[src/rtl/serial_frame_receiver_assert.svh]
// assertion macros for the serial frame receiver
// used by serial_frame_receiver.sv, no other dependencies
`ifndef SERIAL_FRAME_RECEIVER_ASSERT_SVH
`define SERIAL_FRAME_RECEIVER_ASSERT_SVH

`ifndef SYNTHESIS

`define SFR_ASSERT_IMP(lbl, clk, rst_n, ante, cons, msg) \
    lbl: assert property (@(posedge clk) disable iff (!rst_n) (ante) |-> (cons)) \
        else $error(msg);

`define SFR_ASSERT_NXT(lbl, clk, rst_n, ante, cons, msg) \
    lbl: assert property (@(posedge clk) disable iff (!rst_n) (ante) |=> (cons)) \
        else $error(msg);

`else

`define SFR_ASSERT_IMP(lbl, clk, rst_n, ante, cons, msg)

`define SFR_ASSERT_NXT(lbl, clk, rst_n, ante, cons, msg)

`endif

`endif

[src/rtl/sfr_pkg.sv]
// types and constants shared by the serial frame receiver
// no dependencies
`timescale 1ns / 1ps

package sfr_pkg;

    localparam int FRAME_BYTES  = 100;
    localparam int HEADER_BYTES = 5;
    localparam int POS_W        = 9;
    localparam int QUEUE_DEPTH  = 4;
    localparam int QPTR_W       = $clog2(QUEUE_DEPTH);
    localparam int QCNT_W       = $clog2(QUEUE_DEPTH + 1);

    localparam logic [POS_W-1:0] FRAME_LIMIT = POS_W'(FRAME_BYTES - HEADER_BYTES);

    localparam logic [1:0] CFG_START = 2'd0;
    localparam logic [1:0] CFG_TOKEN = 2'd1;
    localparam logic [1:0] CFG_END   = 2'd2;

    typedef struct packed {
        logic [7:0] data;
        logic       is_start;
        logic       is_token;
        logic       is_end;
    } t_cls;

    typedef struct packed {
        logic       store_valid;
        logic [6:0] store_offset;
        logic [7:0] store_value;
        logic       frame_done;
        logic [7:0] frame_address;
        logic [7:0] frame_sequence;
        logic [7:0] frame_payload_len;
        logic [6:0] frame_total_len;
    } t_result;

endpackage

[src/rtl/sfr_rx_if.sv]
// received byte channel: valid, ready and one byte per beat
// no dependencies
`timescale 1ns / 1ps

interface sfr_rx_if;
    logic       valid;
    logic       ready;
    logic [7:0] rx_byte;

    modport source (output valid, output rx_byte, input ready);
    modport sink   (input valid, input rx_byte, output ready);
endinterface

[src/rtl/sfr_res_if.sv]
// result channel: store report and frame completion fields per beat
// no dependencies
`timescale 1ns / 1ps

interface sfr_res_if;
    logic       valid;
    logic       ready;
    logic       store_valid;
    logic [6:0] store_offset;
    logic [7:0] store_value;
    logic       frame_done;
    logic [7:0] frame_address;
    logic [7:0] frame_sequence;
    logic [7:0] frame_payload_len;
    logic [6:0] frame_total_len;

    modport source (
        output valid, output store_valid, output store_offset, output store_value,
        output frame_done, output frame_address, output frame_sequence,
        output frame_payload_len, output frame_total_len, input ready
    );
    modport sink (
        input valid, input store_valid, input store_offset, input store_value,
        input frame_done, input frame_address, input frame_sequence,
        input frame_payload_len, input frame_total_len, output ready
    );
endinterface

[src/rtl/sfr_front.sv]
// front end: marker registers and per-byte marker compare
// depends on sfr_pkg and sfr_rx_if
`timescale 1ns / 1ps

module sfr_front
    import sfr_pkg::*;
(
    input  logic        i_clk,
    input  logic        i_rst_n,
    sfr_rx_if.sink      i_rx,
    input  logic        i_cfg_we,
    input  logic [1:0]  i_cfg_index,
    input  logic [7:0]  i_cfg_data,
    input  logic        i_full,
    output logic        o_push,
    output t_cls        o_item,
    output logic [7:0]  o_start_marker
);

    logic [7:0] r_start_marker;
    logic [7:0] r_token_marker;
    logic [7:0] r_end_marker;

    always_ff @(posedge i_clk) begin
        if (!i_rst_n) begin
            r_start_marker <= '0;
            r_token_marker <= '0;
            r_end_marker   <= '0;
        end else if (i_cfg_we) begin
            case (i_cfg_index)
                CFG_START: r_start_marker <= i_cfg_data;
                CFG_TOKEN: r_token_marker <= i_cfg_data;
                CFG_END:   r_end_marker   <= i_cfg_data;
                default: begin
                end
            endcase
        end
    end

    assign i_rx.ready = !i_full;
    assign o_push     = i_rx.valid && !i_full;

    always_comb begin
        o_item.data     = i_rx.rx_byte;
        o_item.is_start = (i_rx.rx_byte == r_start_marker);
        o_item.is_token = (i_rx.rx_byte == r_token_marker);
        o_item.is_end   = (i_rx.rx_byte == r_end_marker);
    end

    assign o_start_marker = r_start_marker;

endmodule

[src/rtl/sfr_queue.sv]
// short queue of classified bytes between front and back
// depends on sfr_pkg
`timescale 1ns / 1ps

module sfr_queue
    import sfr_pkg::*;
(
    input  logic  i_clk,
    input  logic  i_rst_n,
    input  logic  i_push,
    input  t_cls  i_item,
    output logic  o_full,
    input  logic  i_pop,
    output logic  o_empty,
    output t_cls  o_item
);

    t_cls              r_mem [QUEUE_DEPTH];
    logic [QPTR_W-1:0] r_wr_ptr;
    logic [QPTR_W-1:0] r_rd_ptr;
    logic [QCNT_W-1:0] r_count;

    assign o_full  = (r_count == QCNT_W'(QUEUE_DEPTH));
    assign o_empty = (r_count == '0);
    assign o_item  = r_mem[r_rd_ptr];

    always_ff @(posedge i_clk) begin
        if (i_push) begin
            r_mem[r_wr_ptr] <= i_item;
        end
    end

    always_ff @(posedge i_clk) begin
        if (!i_rst_n) begin
            r_wr_ptr <= '0;
            r_rd_ptr <= '0;
            r_count  <= '0;
        end else begin
            if (i_push) begin
                r_wr_ptr <= r_wr_ptr + 1'b1;
            end
            if (i_pop) begin
                r_rd_ptr <= r_rd_ptr + 1'b1;
            end
            case ({i_push, i_pop})
                2'b10:   r_count <= r_count + 1'b1;
                2'b01:   r_count <= r_count - 1'b1;
                default: r_count <= r_count;
            endcase
        end
    end

endmodule

[src/rtl/sfr_back.sv]
// back end: frame parser state machine and result register
// depends on sfr_pkg and sfr_res_if
`timescale 1ns / 1ps

module sfr_back
    import sfr_pkg::*;
(
    input  logic        i_clk,
    input  logic        i_rst_n,
    input  logic        i_empty,
    input  t_cls        i_item,
    input  logic [7:0]  i_start_marker,
    output logic        o_pop,
    sfr_res_if.source   o_res
);

    typedef enum logic [3:0] {
        PH_START  = 4'd0,
        PH_ADDR   = 4'd1,
        PH_INDEX  = 4'd2,
        PH_SIZE   = 4'd3,
        PH_TOKEN  = 4'd4,
        PH_DATA   = 4'd5,
        PH_CHK_LO = 4'd6,
        PH_CHK_HI = 4'd7,
        PH_END    = 4'd8
    } t_phase;

    t_phase           r_phase, n_phase;
    logic [POS_W-1:0] r_pos, n_pos;
    logic [7:0]       r_left, n_left;
    logic [7:0]       r_addr, n_addr;
    logic [7:0]       r_seq, n_seq;
    logic [7:0]       r_len, n_len;
    t_result          r_out, n_out;
    logic             r_out_valid, n_out_valid;

    logic [POS_W-1:0] w_pos_inc;
    logic [7:0]       w_left_dec;

    assign o_pop      = !i_empty && (!r_out_valid || o_res.ready);
    assign w_pos_inc  = r_pos + 1'b1;
    assign w_left_dec = r_left - 1'b1;

    always_comb begin
        n_phase     = r_phase;
        n_pos       = r_pos;
        n_left      = r_left;
        n_addr      = r_addr;
        n_seq       = r_seq;
        n_len       = r_len;
        n_out       = r_out;
        n_out_valid = r_out_valid;
        if (o_res.ready) begin
            n_out_valid = 1'b0;
        end
        if (o_pop) begin
            n_out_valid = 1'b1;
            n_out       = '0;
            // stored byte at the current offset unless a phase below overrides
            n_out.store_valid  = 1'b1;
            n_out.store_offset = r_pos[6:0];
            n_out.store_value  = i_item.data;
            n_pos              = w_pos_inc;
            case (r_phase)
                PH_START: begin
                    n_out.store_offset = '0;
                    n_out.store_value  = i_start_marker;
                    n_pos              = POS_W'(1);
                    if (i_item.is_start) begin
                        n_phase = PH_ADDR;
                    end
                end
                PH_ADDR: begin
                    n_addr  = i_item.data;
                    n_phase = PH_INDEX;
                end
                PH_INDEX: begin
                    n_seq   = i_item.data;
                    n_phase = PH_SIZE;
                end
                PH_SIZE: begin
                    n_len   = i_item.data;
                    n_left  = i_item.data;
                    n_phase = PH_TOKEN;
                end
                PH_TOKEN: begin
                    if (i_item.is_token) begin
                        n_phase = (r_left != '0) ? PH_DATA : PH_CHK_LO;
                    end else begin
                        n_out   = '0;
                        n_pos   = r_pos;
                        n_phase = PH_START;
                    end
                end
                PH_DATA: begin
                    n_left = w_left_dec;
                    if (w_left_dec == '0) begin
                        n_phase = PH_CHK_LO;
                    end
                    // payload overruns the frame image
                    if (w_pos_inc > FRAME_LIMIT) begin
                        n_phase = PH_START;
                    end
                end
                PH_CHK_LO: begin
                    n_phase = PH_CHK_HI;
                end
                PH_CHK_HI: begin
                    n_phase = PH_END;
                end
                PH_END: begin
                    n_phase = PH_START;
                    if (i_item.is_end) begin
                        n_out.frame_done        = 1'b1;
                        n_out.frame_address     = r_addr;
                        n_out.frame_sequence    = r_seq;
                        n_out.frame_payload_len = r_len;
                        n_out.frame_total_len   = w_pos_inc[6:0];
                    end
                end
                default: begin
                    n_out   = '0;
                    n_pos   = r_pos;
                    n_phase = PH_START;
                end
            endcase
        end
    end

    always_ff @(posedge i_clk) begin
        if (!i_rst_n) begin
            r_phase     <= PH_START;
            r_pos       <= '0;
            r_left      <= '0;
            r_addr      <= '0;
            r_seq       <= '0;
            r_len       <= '0;
            r_out_valid <= 1'b0;
        end else begin
            r_phase     <= n_phase;
            r_pos       <= n_pos;
            r_left      <= n_left;
            r_addr      <= n_addr;
            r_seq       <= n_seq;
            r_len       <= n_len;
            r_out_valid <= n_out_valid;
        end
        r_out <= n_out;
    end

    assign o_res.valid             = r_out_valid;
    assign o_res.store_valid       = r_out.store_valid;
    assign o_res.store_offset      = r_out.store_offset;
    assign o_res.store_value       = r_out.store_value;
    assign o_res.frame_done        = r_out.frame_done;
    assign o_res.frame_address     = r_out.frame_address;
    assign o_res.frame_sequence    = r_out.frame_sequence;
    assign o_res.frame_payload_len = r_out.frame_payload_len;
    assign o_res.frame_total_len   = r_out.frame_total_len;

endmodule

[src/rtl/serial_frame_receiver.sv]
// top level of the serial frame receiver: front, queue and back
// depends on sfr_pkg, sfr_rx_if, sfr_res_if, sfr_front, sfr_queue, sfr_back
// and serial_frame_receiver_assert.svh
//
// channel   dir  beat
// i_rx      in   rx_byte, one received byte
// o_res     out  store report and frame completion fields, one per byte
// cfg       in   i_cfg_we / i_cfg_index / i_cfg_data, marker writes
//
// one byte per cycle sustained while the result side is ready; each byte gives one result beat.
// an accepted byte passes through the byte queue and then the result register.
// while a result stalls the four-entry byte queue takes up to four more beats, then ready drops.
// synchronous active-low reset clears parser state, queue and markers.
`timescale 1ns / 1ps
`include "serial_frame_receiver_assert.svh"

module serial_frame_receiver
    import sfr_pkg::*;
(
    input  logic        i_clk,
    input  logic        i_rst_n,
    sfr_rx_if.sink      i_rx,
    sfr_res_if.source   o_res,
    input  logic        i_cfg_we,
    input  logic [1:0]  i_cfg_index,
    input  logic [7:0]  i_cfg_data
);

    logic       w_full;
    logic       w_empty;
    logic       w_push;
    logic       w_pop;
    t_cls       w_push_item;
    t_cls       w_pop_item;
    logic [7:0] w_start_marker;

    sfr_front u_front (
        .i_clk          (i_clk),
        .i_rst_n        (i_rst_n),
        .i_rx           (i_rx),
        .i_cfg_we       (i_cfg_we),
        .i_cfg_index    (i_cfg_index),
        .i_cfg_data     (i_cfg_data),
        .i_full         (w_full),
        .o_push         (w_push),
        .o_item         (w_push_item),
        .o_start_marker (w_start_marker)
    );

    sfr_queue u_queue (
        .i_clk   (i_clk),
        .i_rst_n (i_rst_n),
        .i_push  (w_push),
        .i_item  (w_push_item),
        .o_full  (w_full),
        .i_pop   (w_pop),
        .o_empty (w_empty),
        .o_item  (w_pop_item)
    );

    sfr_back u_back (
        .i_clk          (i_clk),
        .i_rst_n        (i_rst_n),
        .i_empty        (w_empty),
        .i_item         (w_pop_item),
        .i_start_marker (w_start_marker),
        .o_pop          (w_pop),
        .o_res          (o_res)
    );

    `SFR_ASSERT_IMP(a_done_stores, i_clk, i_rst_n, o_res.valid && o_res.frame_done, o_res.store_valid, "frame done without stored end byte")
    `SFR_ASSERT_IMP(a_done_len, i_clk, i_rst_n, o_res.valid && o_res.frame_done, o_res.frame_total_len == o_res.store_offset + 7'd1, "frame length does not match end offset")
    `SFR_ASSERT_IMP(a_nostore_zero, i_clk, i_rst_n, o_res.valid && !o_res.store_valid, o_res.store_offset == 7'd0 && o_res.store_value == 8'd0 && !o_res.frame_done, "idle result carries data")
    `SFR_ASSERT_NXT(a_done_single, i_clk, i_rst_n, o_res.valid && o_res.ready && o_res.frame_done, !(o_res.valid && o_res.frame_done), "two frame done beats in a row")

endmodule

[src/flat_wrapper.sv]
// flat-port wrapper written by rule: the top's interface ports become plain ports
module serial_frame_receiver_flat import sfr_pkg::*;
  (i_clk, i_rst_n, i_cfg_we, i_cfg_index, i_cfg_data, i_rx_valid, i_rx_rx_byte, i_rx_ready, o_res_valid, o_res_store_valid, o_res_store_offset, o_res_store_value, o_res_frame_done, o_res_frame_address, o_res_frame_sequence, o_res_frame_payload_len, o_res_frame_total_len, o_res_ready);
  sfr_rx_if i_rx_i ();
  sfr_res_if o_res_i ();
  input  logic i_clk;
  input  logic i_rst_n;
  input  logic i_cfg_we;
  input  logic [1:0] i_cfg_index;
  input  logic [7:0] i_cfg_data;
  input wire logic [$bits(i_rx_i.valid)-1:0] i_rx_valid;
  input wire logic [$bits(i_rx_i.rx_byte)-1:0] i_rx_rx_byte;
  output wire logic [$bits(i_rx_i.ready)-1:0] i_rx_ready;
  output wire logic [$bits(o_res_i.valid)-1:0] o_res_valid;
  output wire logic [$bits(o_res_i.store_valid)-1:0] o_res_store_valid;
  output wire logic [$bits(o_res_i.store_offset)-1:0] o_res_store_offset;
  output wire logic [$bits(o_res_i.store_value)-1:0] o_res_store_value;
  output wire logic [$bits(o_res_i.frame_done)-1:0] o_res_frame_done;
  output wire logic [$bits(o_res_i.frame_address)-1:0] o_res_frame_address;
  output wire logic [$bits(o_res_i.frame_sequence)-1:0] o_res_frame_sequence;
  output wire logic [$bits(o_res_i.frame_payload_len)-1:0] o_res_frame_payload_len;
  output wire logic [$bits(o_res_i.frame_total_len)-1:0] o_res_frame_total_len;
  input wire logic [$bits(o_res_i.ready)-1:0] o_res_ready;
  assign i_rx_i.valid = i_rx_valid;
  assign i_rx_i.rx_byte = i_rx_rx_byte;
  assign i_rx_ready = i_rx_i.ready;
  assign o_res_valid = o_res_i.valid;
  assign o_res_store_valid = o_res_i.store_valid;
  assign o_res_store_offset = o_res_i.store_offset;
  assign o_res_store_value = o_res_i.store_value;
  assign o_res_frame_done = o_res_i.frame_done;
  assign o_res_frame_address = o_res_i.frame_address;
  assign o_res_frame_sequence = o_res_i.frame_sequence;
  assign o_res_frame_payload_len = o_res_i.frame_payload_len;
  assign o_res_frame_total_len = o_res_i.frame_total_len;
  assign o_res_i.ready = o_res_ready;
  serial_frame_receiver u_core (.i_clk(i_clk), .i_rst_n(i_rst_n), .i_rx(i_rx_i), .o_res(o_res_i), .i_cfg_we(i_cfg_we), .i_cfg_index(i_cfg_index), .i_cfg_data(i_cfg_data));
endmodule
[config.mk]
export PLATFORM = sky130hd
export DESIGN_NAME = serial_frame_receiver_flat
export DESIGN_NICKNAME = d
export VERILOG_FILES = /design/src/rtl/sfr_pkg.sv /design/src/rtl/sfr_rx_if.sv /design/src/rtl/sfr_res_if.sv /design/src/rtl/sfr_front.sv /design/src/rtl/sfr_queue.sv /design/src/rtl/sfr_back.sv /design/src/rtl/serial_frame_receiver.sv /design/src/flat_wrapper.sv
export VERILOG_INCLUDE_DIRS = /design/src /design/src/rtl
export SDC_FILE = /design/constraint.sdc
export NUM_CORES = 1
export LEC_CHECK = 0
export BUFFER_PORTS_ARGS = -buffer_cell sky130_fd_sc_hd__buf_2
export CELL_PAD_IN_SITES_DETAIL_PLACEMENT = 2
export CELL_PAD_IN_SITES_GLOBAL_PLACEMENT = 2
export CORE_MARGIN = 5
export CORE_UTILIZATION = 43
export CTS_CLUSTER_DIAMETER = 30
export DETAILED_ROUTE_END_ITERATION = 10
export PLACE_DENSITY = 0.87
export RECOVER_POWER = 50
export SYNTH_ARGS = -nofsm -noshare
export SYNTH_HDL_FRONTEND = slang
export SYNTH_SLANG_ARGS = --single-unit
export TNS_END_PERCENT = 50
[constraint.sdc]
create_clock -name i_clk -period 13.8 [get_ports i_clk]
set_clock_uncertainty 0.15 [all_clocks]
set_input_delay 2.76 -clock i_clk [delete_from_list [all_inputs] [get_ports i_clk]]
set_output_delay 2.76 -clock i_clk [all_outputs]
set_load 0.02 [all_outputs]
After elaboration in Yosys (flattened, before gate mapping) --
Memory sizes are Yosys's and may differ from the RTL's. A register that Yosys moved wholly into a read port is not among the register bits. Index checks and enable logic that the tools add are counted.
Cells by class: $add $sub $neg 6, order comparisons 1, equal/unequal tests 19, reduce and logical (&&, ||, !) cells 26, multiplexer cells 21
Operator list (count):
- 32-bit case mux with 2 select lines | 1
- 48-bit 2-to-1 mux | 1
- 15-bit case mux with 3 select lines | 1
- 32-bit 2-to-1 mux | 1
- 4-bit case mux with 8 select lines | 1
- 9-bit case mux with 3 select lines | 1
- 8-bit equality test | 3
- 4-bit by 3-bit equality test with 1-bit output, second input constant | 4
- 8-bit case mux with 2 select lines | 1
- 2-bit AND reduction | 7
- 4-bit 2-to-1 mux | 3
- 9-bit by 1-bit adder with 9-bit output, second input constant | 1
- 9-bit by 7-bit > comparator with 1-bit output, second input constant | 1
- 9-bit 2-to-1 mux | 1
- 4-bit by 2-bit equality test with 1-bit output, second input constant | 2
- 8-bit zero test | 1
- 8-bit nonzero test | 1
- 8-bit OR reduction | 1
- 8-bit by 1-bit subtractor with 8-bit output, second input constant | 1
- 7-bit OR reduction | 1
- 2-bit 2-to-1 mux | 3
- 3-bit case mux with 2 select lines | 1
- 3-bit AND reduction | 2
- 2-bit nonzero test | 3
- 20 further kinds | 30
Storage, ports and cells: output and inout port bits 50, memories kept 1, flip-flop bits (word level) 125, memory bits (writable) 44, input port bits 23, word-level logic and storage cells 95
Memories:
- u_core.u_queue.r_mem | words 4, bits a word 11, rd ports 1, clocked after memory_dff 1, write ports 1, RTL line sfr_queue.sv:18 | t_cls r_mem [QUEUE_DEPTH];

Depth between registers and ports, before layout --
Gate-level depths: netlist of the first run.
depth in word-level cells 5, depth in mapped cells 10, mapped depth without buffers 10

Hierarchy --
Synthesis of the first run repeated with hierarchy kept, for this count alone.
Unflattened totals: cell total of the unflattened synthesis 607, area total of the unflattened synthesis 7528.5 µm²
Modules (own cells, without submodules):
- sfr_back | area each 4227.8 µm², instances 1, sequential area each 2362.3 µm², cells an instance 381
- sfr_queue | area each 2039.5 µm², instances 1, sequential area each 1501.4 µm², cells an instance 103
- sfr_front | area each 1261.2 µm², instances 1, sequential area each 480.5 µm², cells an instance 123

Least setup slack after synthesis of the first run --
Ideal clock, no wire load.
kind in2reg, from in o_res_ready, to reg u_core.u_queue.r_count[2], data required time 13.579 ns, arrival time 6.042 ns, library setup time 0.071 ns, setup slack 7.537 ns, stages 10, path buffers 1, cell sequence inv_1 -> a21o_1 -> inv_1 -> clkbuf_1 -> ha_1 -> inv_1 -> fa_1 -> xor2_1 -> or3_1 -> a21oi_1
On the way: cells in the longest elaborated chain, start to end 4, elaborated cells between the ends (all ways) 6, classes of those cells eq/ne: 2; mux: 1; reduce/logical: 3
Ends and longest elaborated chain:
- from (decl) | RTL line flat_wrapper.sv:23 | input wire logic [$bits(o_res_i.ready)-1:0] o_res_ready;
- 1-bit logical OR * | RTL line sfr_back.sv:41 | assign o_pop = !i_empty && (!r_out_valid || o_res.ready);
- 1-bit logical AND * | RTL line sfr_back.sv:41
- 2-bit by 1-bit equality test with 1-bit output / 2-bit equality test (equally long branches) | RTL line sfr_queue.sv:45 | case ({i_push, i_pop})
- 3-bit case mux with 2 select lines / 2-bit nonzero test (equally long branches)
- to (signal assigned) | RTL line sfr_queue.sv:46 | 2'b10: r_count <= r_count + 1'b1;
- to (signal assigned) | RTL line sfr_queue.sv:47 | 2'b01: r_count <= r_count - 1'b1;
- to (signal assigned) | RTL line sfr_queue.sv:48 | default: r_count <= r_count;
- to (decl) | RTL line sfr_queue.sv:21 | logic [QCNT_W-1:0] r_count;
Every way passes the cells marked *; elsewhere a longest branch is shown, timed or not. A chain may end at the register's enable or synchronous reset.

==> results of run 1 <==
==> stage by stage <==
stage / setup WS, ns / area [um^2] / std cells / util / total power, mW
2_1_floorplan: 7.537 / 7261 / 603 / - / 1.060
3_3_place_gp: 8.647 / 7818 / 871 / 0.4714 / 1.209
3_5_place_dp: 8.363 / 7818 / 871 / 0.4714 / 1.252
4_1_cts: 8.741 / 8358 / 903 / 0.5040 / 1.706
5_1_grt: 6.571 / 8334 / 903 / 0.5026 / 1.761
6_report: 7.146 / 8334 / 903 / 0.5026 / 1.683
==> layer usage <==
layer,up-vias,track usage,part of all wire,wire length [um]
met2,113,0.3963,0.54,11010
li1,2305,-,-,-
met4,0,0.07700,0.020,415
met5,-,0,0,0
met3,33,0.04499,0.037,756
met1,2599,0.2469,0.40,8125
==> worst reg2reg max path: cells and delay by family (launching register included) <==
kind,cells,cell delay [ns]
and+or+nand+nor,2,0.49
muxes,1,0.68
DFF,1,0.84
buffers and inverters,1,0.40
AOI/OAI and AO/OA,3,0.73
==> area by class of cell <==
cell class	count	area share
clock buffers	22	0.05690
clock inverters	10	0.007957
inverters	17	0.007657
multi-input cells	387	0.3288
flip-flops and latches	171	0.5212
well taps	220	0.03303
repair buffers	76	0.04444
==> logic make-up (layout without fill, tap and decap cells) <==
group                    count (synthesis)  count (layout)
multiplexers                            60              60
XOR/XNOR                                36              36
adder cells (fa/ha/maj)                 10              10
flip-flops                             171             171
buffers and inverters                   45             125
AND/OR/NAND/NOR                        204             204
AO/OA/AOI/OAI                           77              77
==> worst max-delay path by stage <==
stage / startpoint / end / slack (ns) / depth (start not counted)
CTS: o_res_ready / u_core.u_back.r_seq[0] / 8.74 / 8
detailed placement: o_res_ready / u_core.u_back.r_seq[4] / 8.36 / 8
finish: i_rst_n / u_core.u_back.r_pos[2] / 7.15 / 6
global placement: o_res_ready / u_core.u_back.r_seq[6] / 8.65 / 8
floorplan: o_res_ready / u_core.u_queue.r_count[2] / 7.54 / 10
global route: i_rst_n / u_core.u_back.r_pos[2] / 6.57 / 6
==> cells in the final DEF, fill, tap and decap left out, types with 15 or more instances in the layout <==
cell type  netlist  final
dfxtp_1         79     79
and2_0           0     23
edfxtp_1        92     92
buf_2            3     62
mux2i_1         49     49
nand2_1         26     26
nand3_1         16     16
xnor2_1         29     29
clkbuf_16        0     17
a21oi_1         19     19
inv_1           17     15
o21ai_0         18     19
nor2_1          83     83
==> power by group <==
group	switching [mW]	internal, mW
Clock	0.200	0.244
Combinational	0.349	0.154
Sequential	0.0633	0.672
==> impl_metrics.env, run 1 <==
export IMPL_ctsRootBufferMaster="clkbuf_16"
export IMPL_drt_wl_total_mm=20.31
export IMPL_reg2reg_slack_ns=10.41
export IMPL_fin_crit_sh=0.4822
export IMPL_powerDensity_mw_per_mm2=201.9
export IMPL_yosys_warnings=0
export IMPL_fill_cells=1661
export IMPL_seq_area_frac_synth=0.5983
export IMPL_routedWlPerCell_um=22.49
export IMPL_postSynthAreaPerCell_um2=12.04
export IMPL_synthCells=603
export IMPL_final_nets=703
export IMPL_cts_tree="built"
export IMPL_drtIter0Drc=347
export IMPL_path_delay_family="buffers and inverters"
export IMPL_critPathBufInv=3
export IMPL_core_mm2=0.01658
export IMPL_status="finished with violations"
export IMPL_fin_crit_ns=6.654
export IMPL_route_vias_total=5050
export IMPL_cp_slowest_cell="clkbuf_1"
export IMPL_timing_fmax_mhz=150.3
export IMPL_leakage_nw=3.140
export IMPL_slew_headroom=-1.291
export IMPL_regArea_mm2=0.004344
export IMPL_grt_pass1_vias=5718
export IMPL_syn_nets=636
export IMPL_synthTopCellsByCount="92 x edfxtp_1, 83 x nor2_1, 79 x dfxtp_1"
export IMPL_synthSimpleGateAreaFrac=0.1394
export IMPL_clk_insertion_delay_late_ns=0.44
export IMPL_yosys_area_top_type="edfxtp_1"
export IMPL_grt_overflow_total=0
export IMPL_drv_slew=70
export IMPL_viasPerCell=5.592
export IMPL_synth_adder_area_share=0.01827
export IMPL_htreeDepth=4
export IMPL_synth_compound_area_share=0.07513
export IMPL_drv_cap=1
export IMPL_crit_path_end_kind="flip-flop"
export IMPL_violations="capacitance limit, slew limit"
export IMPL_synth_top_family_by_area="simple AND/OR/NAND/NOR gates"
export IMPL_clock_sinks=171
export IMPL_netlist_area_mm2=0.007261
export IMPL_antenna_found_initial=0
export IMPL_cts_hold_buffers=0
export IMPL_io_buffers=72
export IMPL_multi_input_area_mm2=0.002740
export IMPL_cts_resized=0
export IMPL_firstDrtPassIters=4
export IMPL_holdPathStages=2
export IMPL_ioPinCount=73
export IMPL_tightest_slew_ns=3.437
export IMPL_synth_top_cell_area_share=0.3805
export IMPL_hold_ws_ns=0.3397
export IMPL_hp_class="reg2reg"
export IMPL_synth_xor_area_share=0.04343
export IMPL_gp_congestion=0.8465
export IMPL_path_class="in2reg"
export IMPL_top_regs="u_core.u_queue.r_mem: 44 flops, u_core.u_back.r_pos: 9 flops"
export IMPL_ir_drop_uv=105.1
export IMPL_die_x_um=139.9
export IMPL_synthTopCellsByArea="edfxtp_1 38%, dfxtp_1 22%, mux2i_1 6.8%"
export IMPL_detailed_place_hpwl_mm=13.83
export IMPL_setup_viol=0
export IMPL_crit_path_max_fanout=69
export IMPL_grt_pass1_wl_mm=32.89
export IMPL_async_reset_ff_frac=0
export IMPL_dieArea_mm2=0.01958
export IMPL_cp_cell_sequence="clkbuf_1 > clkinv_1 > clkbuf_1 > a21oi_1 > o21ai_0 > o21ai_0"
export IMPL_synth_most_common_cell="edfxtp_1"
export IMPL_fp_row_count=47
export IMPL_r2r_end="u_core.u_back.r_pos[3]"
export IMPL_die_h_um=139.9
export IMPL_synth_distinct_cells=56
export IMPL_arrival_ns=6.82
export IMPL_synth_ff_type="edfxtp_1"
export IMPL_largest_register="u_core.u_queue.r_mem"
export IMPL_reg2reg_depth=7
export IMPL_crit_path_max_incr_delay_ns=2.39
export IMPL_muxShareOfSynthArea=0.1017
export IMPL_ys_ff_latch=171
export IMPL_grt_max_degree=70
export IMPL_drtAntennaViolNets=0
export IMPL_syn_to_final_growth_pct=14.79
export IMPL_required_ns=13.96
export IMPL_min_to="u_core.u_back.r_len[3]"
export IMPL_hold_viol=0
export IMPL_diodes=0
export IMPL_numCtsBuffers=17
export IMPL_clock_path_buffers=2
export IMPL_rsz0062_at_grt="false"
export IMPL_synth_edf_count=92
export IMPL_cts_reportedPaths_clkPinSlew_ns=0.06
export IMPL_start_util=0.4378
export IMPL_drive_gt1_frac=0.1684
export IMPL_crit_path_start_kind="primary input"
export IMPL_cts_setup_buffers=0
export IMPL_worstHoldStart="u_core.u_back.r_len[3]"
export IMPL_post_route_drc_count=0
export IMPL_grt_usage=0.2154
export IMPL_largest_reg_flops=44
export IMPL_tns_ns=0
Power figures use the tool's default switching activity.
==> inputs of run 2 (changes only) <==
--- a/config.mk
+++ b/config.mk
@@ -10,10 +10,10 @@
 export CELL_PAD_IN_SITES_DETAIL_PLACEMENT = 2
 export CELL_PAD_IN_SITES_GLOBAL_PLACEMENT = 2
 export CORE_MARGIN = 5
-export CORE_UTILIZATION = 43
+export CORE_UTILIZATION = 36
 export CTS_CLUSTER_DIAMETER = 30
 export DETAILED_ROUTE_END_ITERATION = 10
-export PLACE_DENSITY = 0.87
+export PLACE_DENSITY = 0.78
 export RECOVER_POWER = 50
 export SYNTH_ARGS = -nofsm -noshare
 export SYNTH_HDL_FRONTEND = slang
==> constraint.sdc (replaced) <==
create_clock -name i_clk -period 5.55 [get_ports i_clk]
set_clock_uncertainty 0.15 [all_clocks]
set_input_delay 1.11 -clock i_clk [delete_from_list [all_inputs] [get_ports i_clk]]
set_output_delay 1.11 -clock i_clk [all_outputs]
set_load 0.02 [all_outputs]
==> run 2 against run 1 <==
  * The flow now finishes without violations
  * Design area grew 1.2%
  * Cell count rose by 5.4%
  * Clock-buffer cell count down 1
  * Clock power grew to 2.7 times the previous value
  * Combinational power grew 140%
  * Sequential cell count did not move
  * Worst setup slack worse by 5.0 ns
  * Largest cell class unchanged
  * Highest routed layer unchanged
==> impl_metrics.env, run 2 (same netlist as run 1, synthesis figures left out) <==
export IMPL_status="complete, no violations"
export IMPL_critPathLaunch="o_res_ready"
export IMPL_tightest_slew_ns=1.129
export IMPL_cts_setup_buffers=0
export IMPL_slew_headroom=0.2467
export IMPL_syn_to_final_growth_pct=16.13
export IMPL_hp_class="reg2reg"
export IMPL_drv_slew=0
export IMPL_crit_top_cell="inv_1"
export IMPL_crit_path_end_kind="flip-flop"
export IMPL_cts_reportedPaths_clkPinSlew_ns=0.07
export IMPL_drv_cap=0
export IMPL_grt_pass1_wl_mm=30.82
export IMPL_hold_viol=0
export IMPL_cp_cell_sequence="buf_2 > inv_1 > a21o_1 > inv_1 > ha_1 > inv_1 > fa_1 > xor2_1 > or3_1 > a21oi_1"
export IMPL_grt_usage=0.1698
export IMPL_core_mm2=0.02004
export IMPL_clk_insertion_delay_late_ns=0.44
export IMPL_post_route_drc_count=0
export IMPL_path_delay_family="buffers and inverters"
export IMPL_cts_hold_buffers=0
export IMPL_setup_viol=0
export IMPL_dp_slack_ns=2.019
export IMPL_critPathBufInv=4
export IMPL_hold_ws_ns=0.3444
export IMPL_drtAntennaViolNets=0
export IMPL_die_x_um=152.0
export IMPL_rsz0062_at_grt="false"
export IMPL_io_buffers=72
export IMPL_numCtsBuffers=17
export IMPL_route_vias_total=4873
export IMPL_start_util=0.3623
export IMPL_fin_crit_ns=3.424
export IMPL_leakage_nw=3.112
export IMPL_tns_ns=0
export IMPL_ir_drop_uv=235.7
export IMPL_drive_gt1_frac=0.1320
export IMPL_drtIter0Drc=216
export IMPL_path_class="in2reg"
export IMPL_antenna_found_initial=0
export IMPL_layout_commonest_cell="edfxtp_1"
export IMPL_firstDrtPassIters=4
export IMPL_worstHoldStart="u_core.u_back.o_res.valid"
export IMPL_fin_crit_sh=0.6170
export IMPL_post_dp_cell_area_mm2=0.007876
export IMPL_dieArea_mm2=0.02311
export IMPL_routedWlPerCell_um=20.46
export IMPL_gp_congestion=0.7862
export IMPL_arrival_ns=3.64
export IMPL_cts_resized=0
export IMPL_required_ns=5.77
export IMPL_htreeDepth=4
export IMPL_crit_path_start_kind="primary input"
export IMPL_detailed_place_hpwl_mm=13.77
export IMPL_final_nets=702
export IMPL_fin_ws_ns=2.126
export IMPL_drt_wl_total_mm=19.48
export IMPL_grt_max_degree=39
export IMPL_clock_sinks=171
export IMPL_die_h_um=152.0
export IMPL_powerDensity_mw_per_mm2=505.5
export IMPL_timing_fmax_mhz=292.0
export IMPL_largest_reg_flops=44
export IMPL_crit_path_max_incr_delay_ns=0.65
export IMPL_top_regs="u_core.u_queue.r_mem: 44 flops, u_core.u_back.r_pos: 9 flops"
export IMPL_fp_row_count=52
export IMPL_grt_overflow_total=0
export IMPL_finalInstanceArea_mm2=0.008432
export IMPL_ioPinCount=73
export IMPL_crit_path_max_fanout=23
export IMPL_final_cell_mix="92 x edfxtp_1, 83 x nor2_1, 79 x dfxtp_1"
export IMPL_cp_slowest_cell="inv_1"
export IMPL_ctsRootBufferMaster="clkbuf_16"
export IMPL_grt_pass1_vias=5436
export IMPL_clock_path_buffers=2
export IMPL_cts_tree="built"
export IMPL_diodes=0
export IMPL_viasPerCell=5.119
export IMPL_largest_register="u_core.u_queue.r_mem"
-- run 2: area by class of cell --
class | instances | area (um^2)
repair buffers | 75 | 332.8
flip-flops and latches | 171 | 4344
inverters | 17 | 63.81
multi-input cells | 387 | 2748
well taps | 270 | 337.8
clock buffers | 21 | 470.5
fillers | 2116 | 11610
clock inverters | 11 | 135.1
-- run 2: power by group --
| group | internal, mW | leakage, nW | switching (mW) |
|---|---|---|---|
| logic | 0.358 | 1.29 | 0.849 |
| registers | 1.67 | 1.53 | 0.163 |
| clock network | 0.707 | 0.297 | 0.513 |
| total | 2.74 | 3.11 | 1.53 |
-- run 2: routing by layer --
metal / up-vias / share of wire / track usage
met5: - / 0 / 0
met4: 0 / 0.013 / 0.05265
met3: 19 / 0.030 / 0.04096
met2: 85 / 0.54 / 0.3131
met1: 2467 / 0.42 / 0.1938
li1: 2302 / - / -
-- run 2: final timing paths --
path / end / slack [ns] / cells after the start
hold reg to reg: u_core.u_back.o_res.valid / 0.34 / 2
setup reg to reg: u_core.u_back.r_pos[8] / 2.31 / 6
hold / removal: u_core.u_back.o_res.valid / 0.34 / 2
setup / recovery: u_core.u_queue.r_count[2] / 2.13 / 10
-- run 2: worst reg2reg max path: stages, from the launching register on --
cell,delay [ns]
dfxtp_1,0.85
mux4_2,0.68
a211oi_1,0.43
a21oi_2,0.33
and3_1,0.35
a31oi_1,0.25
nand2_1,0.09
-- run 2: through the flow --
stage                     utilization  cells  power, mW
final                          0.4208    952      4.262
after global routing           0.4208    952      4.469
after CTS                      0.4233    952      4.353
after detailed placement       0.3930    920      3.115
after global placement         0.3930    920      3.037
after floorplan                     -    603      2.636
==> inputs of run 3 (changes only) <==
==> constraint.sdc (replaced) <==
create_clock -name i_clk -period 2.8 [get_ports i_clk]
set_clock_uncertainty 0.15 [all_clocks]
set_input_delay 0.56 -clock i_clk [delete_from_list [all_inputs] [get_ports i_clk]]
set_output_delay 0.56 -clock i_clk [all_outputs]
set_load 0.02 [all_outputs]
==> run 3 against run 2 <==
  * The flow now finishes with violations (capacitance limit, slew limit)
  * Design area up 0.25%
  * Worst hold slack worse by 0.10 ns
  * Total power up 95%
  * Critical path depth down 2
  * Utilization up 0.11 points
  * Clock power up 89%
  * Via count up 0.43%
  * Global-route usage down 0.82 points
  * Clock-buffer cell count down 4
  * Register-to-register slack worse by 2.1 ns
  * Critical endpoint is now u_core.u_back.r_phase[1]
  * Largest cell class unchanged
  * Highest routed layer unchanged
==> impl_metrics.env, run 3 (same netlist as run 1, synthesis figures left out) <==
export IMPL_reg2reg_depth=8
export IMPL_r2r_end="u_core.u_back.r_phase[1]"
export IMPL_drv_slew=40
export IMPL_route_vias_total=4894
export IMPL_gp_congestion=0.7847
export IMPL_holdPathStages=4
export IMPL_intPower_mw=5.225
export IMPL_path_class="reg2reg"
export IMPL_worstHoldStart="o_res_ready"
export IMPL_tightest_slew_ns=1.949
export IMPL_fin_crit_sh=0.9412
export IMPL_power_mw=8.298
export IMPL_cp_cell_sequence="inv_1 > ha_1 > or4b_4 > or4_1 > nor2_1 > a31oi_1 > o211a_1 > o41ai_2"
export IMPL_detailed_place_hpwl_mm=13.00
export IMPL_required_ns=2.99
export IMPL_cts_reportedPaths_clkPinSlew_ns=0.07
export IMPL_violations="capacitance limit, slew limit"
export IMPL_rsz0062_at_grt="false"
export IMPL_powerDensity_mw_per_mm2=981.6
export IMPL_status="finished with violations"
export IMPL_post_route_drc_count=0
export IMPL_largest_register="u_core.u_queue.r_mem"
export IMPL_hold_viol=0
export IMPL_grt_overflow_total=0
export IMPL_io_buffers=72
export IMPL_start_util=0.3623
export IMPL_ir_drop_uv=512.4
export IMPL_cp_slowest_cell="or4b_4"
export IMPL_ctsRootBufferMaster="clkbuf_16"
export IMPL_pwr_share_clk=0.277
export IMPL_largest_reg_flops=44
export IMPL_drv_cap=1
export IMPL_clock_sinks=171
export IMPL_final_nets=711
export IMPL_switchingPower_mw=3.073
export IMPL_path_delay_family="simple AND/OR/NAND/NOR gates"
export IMPL_crit_path_start_kind="flip-flop"
export IMPL_drtIter0Drc=270
export IMPL_die_h_um=152.0
export IMPL_grt_usage=0.1617
export IMPL_grt_pass1_wl_mm=29.92
export IMPL_routedWlPerCell_um=18.81
export IMPL_leakage_nw=3.078
export IMPL_power_frac_comb=0.295
export IMPL_arrival_ns=2.82
export IMPL_die_x_um=152.0
export IMPL_p_seq_frac=0.428
export IMPL_rr_startpoint="u_core.u_back.r_left[1]"
export IMPL_setup_viol=0
export IMPL_min_to="u_core.u_back.o_res.valid"
export IMPL_layout_commonest_cell="edfxtp_1"
export IMPL_fp_row_count=52
export IMPL_grt_pass1_vias=5397
export IMPL_dieArea_mm2=0.02311
export IMPL_cts_tree="built"
export IMPL_clk_insertion_delay_late_ns=0.43
export IMPL_drt_wl_total_mm=18.08
export IMPL_top_regs="u_core.u_queue.r_mem: 44 flops, u_core.u_back.r_pos: 9 flops"
export IMPL_firstDrtPassIters=4
export IMPL_crit_path_max_fanout=7
export IMPL_syn_to_final_growth_pct=16.42
export IMPL_clock_path_buffers=2
export IMPL_slew_headroom=-0.2995
export IMPL_numCtsBuffers=17
export IMPL_htreeDepth=4
export IMPL_timing_fmax_mhz=379.4
export IMPL_ioPinCount=73
export IMPL_viasPerCell=5.093
export IMPL_cts_resized=0
export IMPL_crit_path_end_kind="flip-flop"
export IMPL_final_util=0.4218
export IMPL_drive_gt1_frac=0.1129
export IMPL_crit_path_max_incr_delay_ns=0.52
export IMPL_tns_ns=0
export IMPL_cts_setup_buffers=0
export IMPL_reg2reg_slack_ns=0.16
export IMPL_core_mm2=0.02004
export IMPL_cts_hold_buffers=0
export IMPL_fin_crit_ns=2.635
export IMPL_drtAntennaViolNets=0
export IMPL_final_cell_mix="92 x edfxtp_1, 83 x nor2_1, 79 x dfxtp_1"
export IMPL_hp_class="in2reg"
export IMPL_switching_share=0.3703
export IMPL_grt_max_degree=60
export IMPL_critPathBufInv=1
export IMPL_antenna_found_initial=0
export IMPL_diodes=0
[run 3: cell types whose count changed in the layout (fill, tap and decap cells not counted), sizes merged]
cell / before / now
clkbuf: 59 / 76
bufinv: 2 / 0
clkinv: 4 / 5
buf: 37 / 25
clkinvlp: 1 / 2
inv: 21 / 25
[run 3: area by class of cell]
type,instances,area [um^2]
clock buffers,17,425.4
inverters,17,63.81
flip-flops and latches,171,4344
repair buffers,84,386.6
clock inverters,15,151.4
fillers,2133,11590
multi-input cells,387,2744
well taps,270,337.8
[run 3: power by group through the flow]
stage	combinational (mW)	clock [mW]	sequential [mW]
2_1_floorplan	1.24	0	3.98
3_3_place_gp	2.49	0	3.56
3_5_place_dp	2.60	0	3.59
4_1_cts	2.61	2.35	3.54
5_1_grt	2.68	2.47	3.60
6_report	2.45	2.30	3.55
[run 3: tightest hold or removal path: stages]
cell and delay (ns):
buf_2 0.07, inv_1 0.04, nand2_1 0.06, a21oi_1 0.05
[run 3: metal layers]
metal / share of wire / vias to the layer above / global-route usage
met5: 0 / - / 0
met3: 0.027 / 20 / 0.03015
li1: - / 2321 / -
met4: 0.018 / 0 / 0.05693
met1: 0.44 / 2471 / 0.1976
met2: 0.51 / 82 / 0.2860
[run 3: per-stage QoR]
stage               cell area, um^2  hold WS [ns]  setup slack (ns)  instances
floorplan                      7271        0.3015            0.1180        603
global placement               7953        0.3172            0.3092        929
detailed placement             7953        0.3218            0.1675        929
CTS                            8529        0.2277            0.1548        961
global route                   8453        0.2500           0.01104        961
finish                         8453        0.2410            0.1646        961
[run 3: how the worst max path moves through the flow]
stage	slack, ns	from	endpoint	cells past startpoint
6_report	0.16	u_core.u_back.r_left[1]	u_core.u_back.r_phase[1]	8
5_1_grt	0.01	i_rst_n	u_core.u_queue.r_rd_ptr[1]	4
4_1_cts	0.15	u_core.u_back.r_left[1]	u_core.u_back.r_phase[1]	8
3_5_place_dp	0.17	o_res_ready	u_core.u_queue.r_count[2]	10
3_3_place_gp	0.31	u_core.u_back.r_left[0]	u_core.u_back.r_phase[1]	7
2_1_floorplan	0.12	o_res_ready	u_core.u_queue.r_count[2]	10
